`src/design/dmsrc_pkg.sv`:
```
// Shared types and constants for the direct-mapped search result cache.
`timescale 1ns / 1ps

package dmsrc_pkg;

    // Table size; must be a power of two (slot index is the low key bits).
    localparam int unsigned TABLE_ENTRIES_DEF = 4096;

    localparam logic [1:0] CMD_STORE = 2'd0;
    localparam logic [1:0] CMD_PROBE = 2'd1;
    localparam logic [1:0] CMD_CLEAR = 2'd2;

    localparam logic [1:0] KIND_EXACT = 2'd0;
    localparam logic [1:0] KIND_LOWER = 2'd1;
    localparam logic [1:0] KIND_UPPER = 2'd2;

    localparam logic signed [7:0] MOVE_NONE = -8'sd1;

    typedef struct packed {
        logic [1:0]         cmd;
        logic [63:0]        key;
        logic signed [15:0] score_in;
        logic signed [7:0]  search_depth;
        logic [1:0]         bound_kind;
        logic signed [7:0]  move_in;
        logic signed [15:0] alpha;
        logic signed [15:0] beta;
    } in_item_t;

    typedef struct packed {
        logic               key_match;
        logic               usable;
        logic signed [15:0] score_out;
        logic signed [7:0]  move_out;
    } out_item_t;

    typedef struct packed {
        logic [63:0]        key;
        logic signed [15:0] score;
        logic signed [7:0]  depth;
        logic [1:0]         kind;
        logic signed [7:0]  move;
    } entry_t;

    typedef struct packed {
        logic [63:0]        key;
        logic signed [7:0]  search_depth;
        logic signed [15:0] alpha;
        logic signed [15:0] beta;
    } probe_req_t;

    localparam entry_t ENTRY_CLEARED = '{
        key:   64'd0,
        score: 16'sd0,
        depth: 8'sd0,
        kind:  KIND_EXACT,
        move:  MOVE_NONE
    };

    typedef enum logic {
        ST_CLEAR,
        ST_RUN
    } ctrl_state_t;

endpackage

```
`src/design/dmsrc_eval.sv`:
```
// Probe evaluation: key match, depth check and bound test against the window.
`timescale 1ns / 1ps

module dmsrc_eval (
    input  dmsrc_pkg::probe_req_t req,
    input  dmsrc_pkg::entry_t     entry,
    output dmsrc_pkg::out_item_t  result
);
    import dmsrc_pkg::*;

    logic match;
    logic deep_enough;
    logic bound_ok;

    assign match       = (entry.key == req.key);
    assign deep_enough = (entry.depth >= req.search_depth);

    always_comb begin
        case (entry.kind)
            KIND_EXACT: bound_ok = 1'b1;
            KIND_LOWER: bound_ok = (entry.score >= req.beta);
            KIND_UPPER: bound_ok = (entry.score <= req.alpha);
            default:    bound_ok = 1'b0;
        endcase
    end

    always_comb begin
        result.key_match = match;
        result.usable    = match && deep_enough && bound_ok;
        result.score_out = result.usable ? entry.score : 16'sd0;
        result.move_out  = match ? entry.move : MOVE_NONE;
    end

endmodule

```
`config.mk`:
```
export PLATFORM = sky130hd
export DESIGN_NAME = dmsrc_eval
export DESIGN_NICKNAME = d
export VERILOG_FILES = /design/src/design/dmsrc_pkg.sv /design/src/design/dmsrc_eval.sv
export SDC_FILE = /design/constraint.sdc
export NUM_CORES = 1
export LEC_CHECK = 0
export CAP_MARGIN = 20
export CELL_PAD_IN_SITES_DETAIL_PLACEMENT = 0
export CELL_PAD_IN_SITES_GLOBAL_PLACEMENT = 1
export CORE_AREA = 5 5 84 86
export DETAILED_ROUTE_END_ITERATION = 8
export DIE_AREA = 0 0 89 91
export DONT_BUFFER_PORTS = 1
export PLACE_DENSITY = 0.7
export SETUP_SLACK_MARGIN = 0.1
export SYNTH_ARGS = -nofsm -noshare
export SYNTH_HDL_FRONTEND = slang
export SYNTH_SLANG_ARGS = --single-unit
```
`constraint.sdc`:
```
create_clock -name vclk -period 3.4
set_input_delay 0.51 -clock vclk [all_inputs]
set_output_delay 0.51 -clock vclk [all_outputs]
set_load 0.02 [all_outputs]
```
==> results.yml <==
sta:
  timing.final.ws_setup_ns: 0.248
  setup_tns_ns: 0
  post-route-period-util_pct: 92.7
  setup_viol_count_final: 0
  fmax_mhz: 317
  slew_viol_final: 0
  finalHoldViolCount: 0
  period_needed_ns: 3.15
  worst_slew_pin_slew_ns: 0.574
  max_slew_margin_pct: 61.8
  rsz0062_at_grt: "false"
  fin_hold_ws_ns: 1.22
critical_path:
  end_kind: "output port"
  arrival_ns: 2.64
  crit_chain: "inv_1 -> ha_1 -> and3_1 -> a221o_1 -> a41oi_1 -> a21oi_1 -> a221oi_4 -> and4_1"
  start_kind: "input pin"
  cp_slowest_cell: "a221oi_4"
  worst-setup-path-type: "input pin to output port"
  crit_required_ns: 2.89
  path_max_fanout: 17
  cpPeakStageDelay_ns: 0.48
place:
  place_area_sq_um: 2180
  gp_routability_congestion: 0.790
  portBuffers: 0
  dp.cells: 344
  place_hpwl_microns: 6970
  dp_slack_ns: 0.272
synth:
  synthSimpleGateAreaFrac_pct: 24.9
  synth_nets: 503
  synth-xor-area-share_pct: 27.4
  ys_seq_area_share_pct: 0
  syn_area_per_cell_sq_um: 7.85
  synth_fa_ha_area_share_pct: 24.4
  ys_types: 31
  yosysWarnings: 0
  synth_cells: 261
  synth-compound-area-share_pct: 13.0
  synth_mux_area_share_pct: 0
  synth_top_family_by_area: "XOR/XNOR gates"
  syn_area_sq_um: 2050
pwr:
  vdd_drop_max_mv: 0.0439
  power_density_nw_per_um2: 89.7
  p_leak_uw: 0.00112
drt:
  dr.max_layer_used: "met3"
  met2_length_microns: 3670
  drt_iter0_drc: 62
  routed_wl_microns: 7290
  dr.pass1.iters: 4
  wl_per_cell_microns: 21.2
  vias: 1898
  ant_nets: 0
  wl_met1_microns: 3040
  drc: 0
  wl_met3_microns: 578
  vias_per_cell: 5.52
clock_tree:
  postCtsHoldBufs: 0
  cts_resized: 0
  postCtsSetupRepairBufs: 0
finish:
  fill_cells: 665
  diodes: 0
  fin_cells: 344
  finalNetCount: 511
  seq_cells: 0
  fin_area_sq_um: 2180
  nClkBuffers: 0
  final_common_cell: "xor2_1"
  seq_area_sq_um: 0
  drive_gt1_share_pct: 7.12
  mostFrequentLayoutCells: "xor2_1, inv_1, ha_1"
  area_delta_synth_final_pct: 6.54
floorplan:
  design.core.area_sq_um: 6200
  dieArea_sq_um: 8100
  rows: 29
  initial_core_util_pct: 33.0
  die_x_microns: 89
  dieHeight_microns: 91
  ios: 228
global_route:
  grt.overflow.total: 0
  grt_first_pass_wirelength_microns: 10400
  antenna_found_initial: 0
  grt_pass1_vias: 1936
  grt_max_degree: 27
  grtUsageTotal_pct: 16.4
run_status:
  status: "completed"
run:
  cap_violations: 0
hold_path:
  holdCritPathClass: "input pin to output port"
==> through the flow <==
stage	power [uW]	utilization (%)
finish	196	35.2
global route	227	35.2
CTS	198	35.2
detailed placement	196	35.2
global placement	194	35.2
floorplan	169	-
==> power breakdown <==
group	switching, uW	total, uW	internal [uW]
Sequential	0	0	0
Combinational	101	196	95.2
Clock	0	0	0
Total	101	196	95.2
==> synthesized netlist by cell type, drive strengths merged (2+ instances only) <==
library cell | count | area share [%]
nor4 | 18 | 7.0
a21o | 3 | 1.1
nor2 | 5 | 0.92
a21oi | 11 | 2.7
ha | 40 | 24
nand4 | 7 | 2.7
buf | 5 | 2.2
nand2 | 11 | 2.0
and3 | 3 | 0.92
a2111oi | 2 | 1.5
nand3 | 2 | 0.49
o21ai | 6 | 1.5
nand2b | 11 | 3.4
a211oi | 2 | 0.73
xor2 | 64 | 27
inv | 44 | 8.1
and4 | 17 | 7.3
==> worst max-delay path: cells and delay by family <==
| family | cells | cell delay, ns |
|---|---|---|
| AND/OR/NAND/NOR | 2 | 0.62 |
| AO/OA/AOI/OAI | 4 | 1.21 |
| adder cells (fa/ha/maj) | 1 | 0.29 |
| buffers and inverters | 1 | 0.02 |
==> routing by layer <==
metal	vias up	GRT usage [%]
met5	-	0
met2	99	29.8
met1	858	21.4
met3	0	2.53
li1	941	-
met4	0	0
==> final timing paths <==
kind	start	endpoint	slack, ns	cells after the start
hold / removal	entry[28]	result[18]	1.22	1
setup / recovery	req[29]	result[21]	0.25	8
==> logic make-up (layout without fill, tap and decap cells) <==
group / Yosys count / after routing
AO/OA/AOI/OAI: 33 / 33
buffers and inverters: 49 / 55
AND/OR/NAND/NOR: 75 / 75
XOR/XNOR: 64 / 64
adder cells (fa/ha/maj): 40 / 40
==> area by class of cell <==
cell class	count	area, sq um	share of cell area, %
repair buffers	11	82.6	3.78
multi-input cells	212	1840	84.2
inverters	44	165	7.57
well taps	77	96.3	4.42
Note: power is estimated with default switching activity, not from simulation.
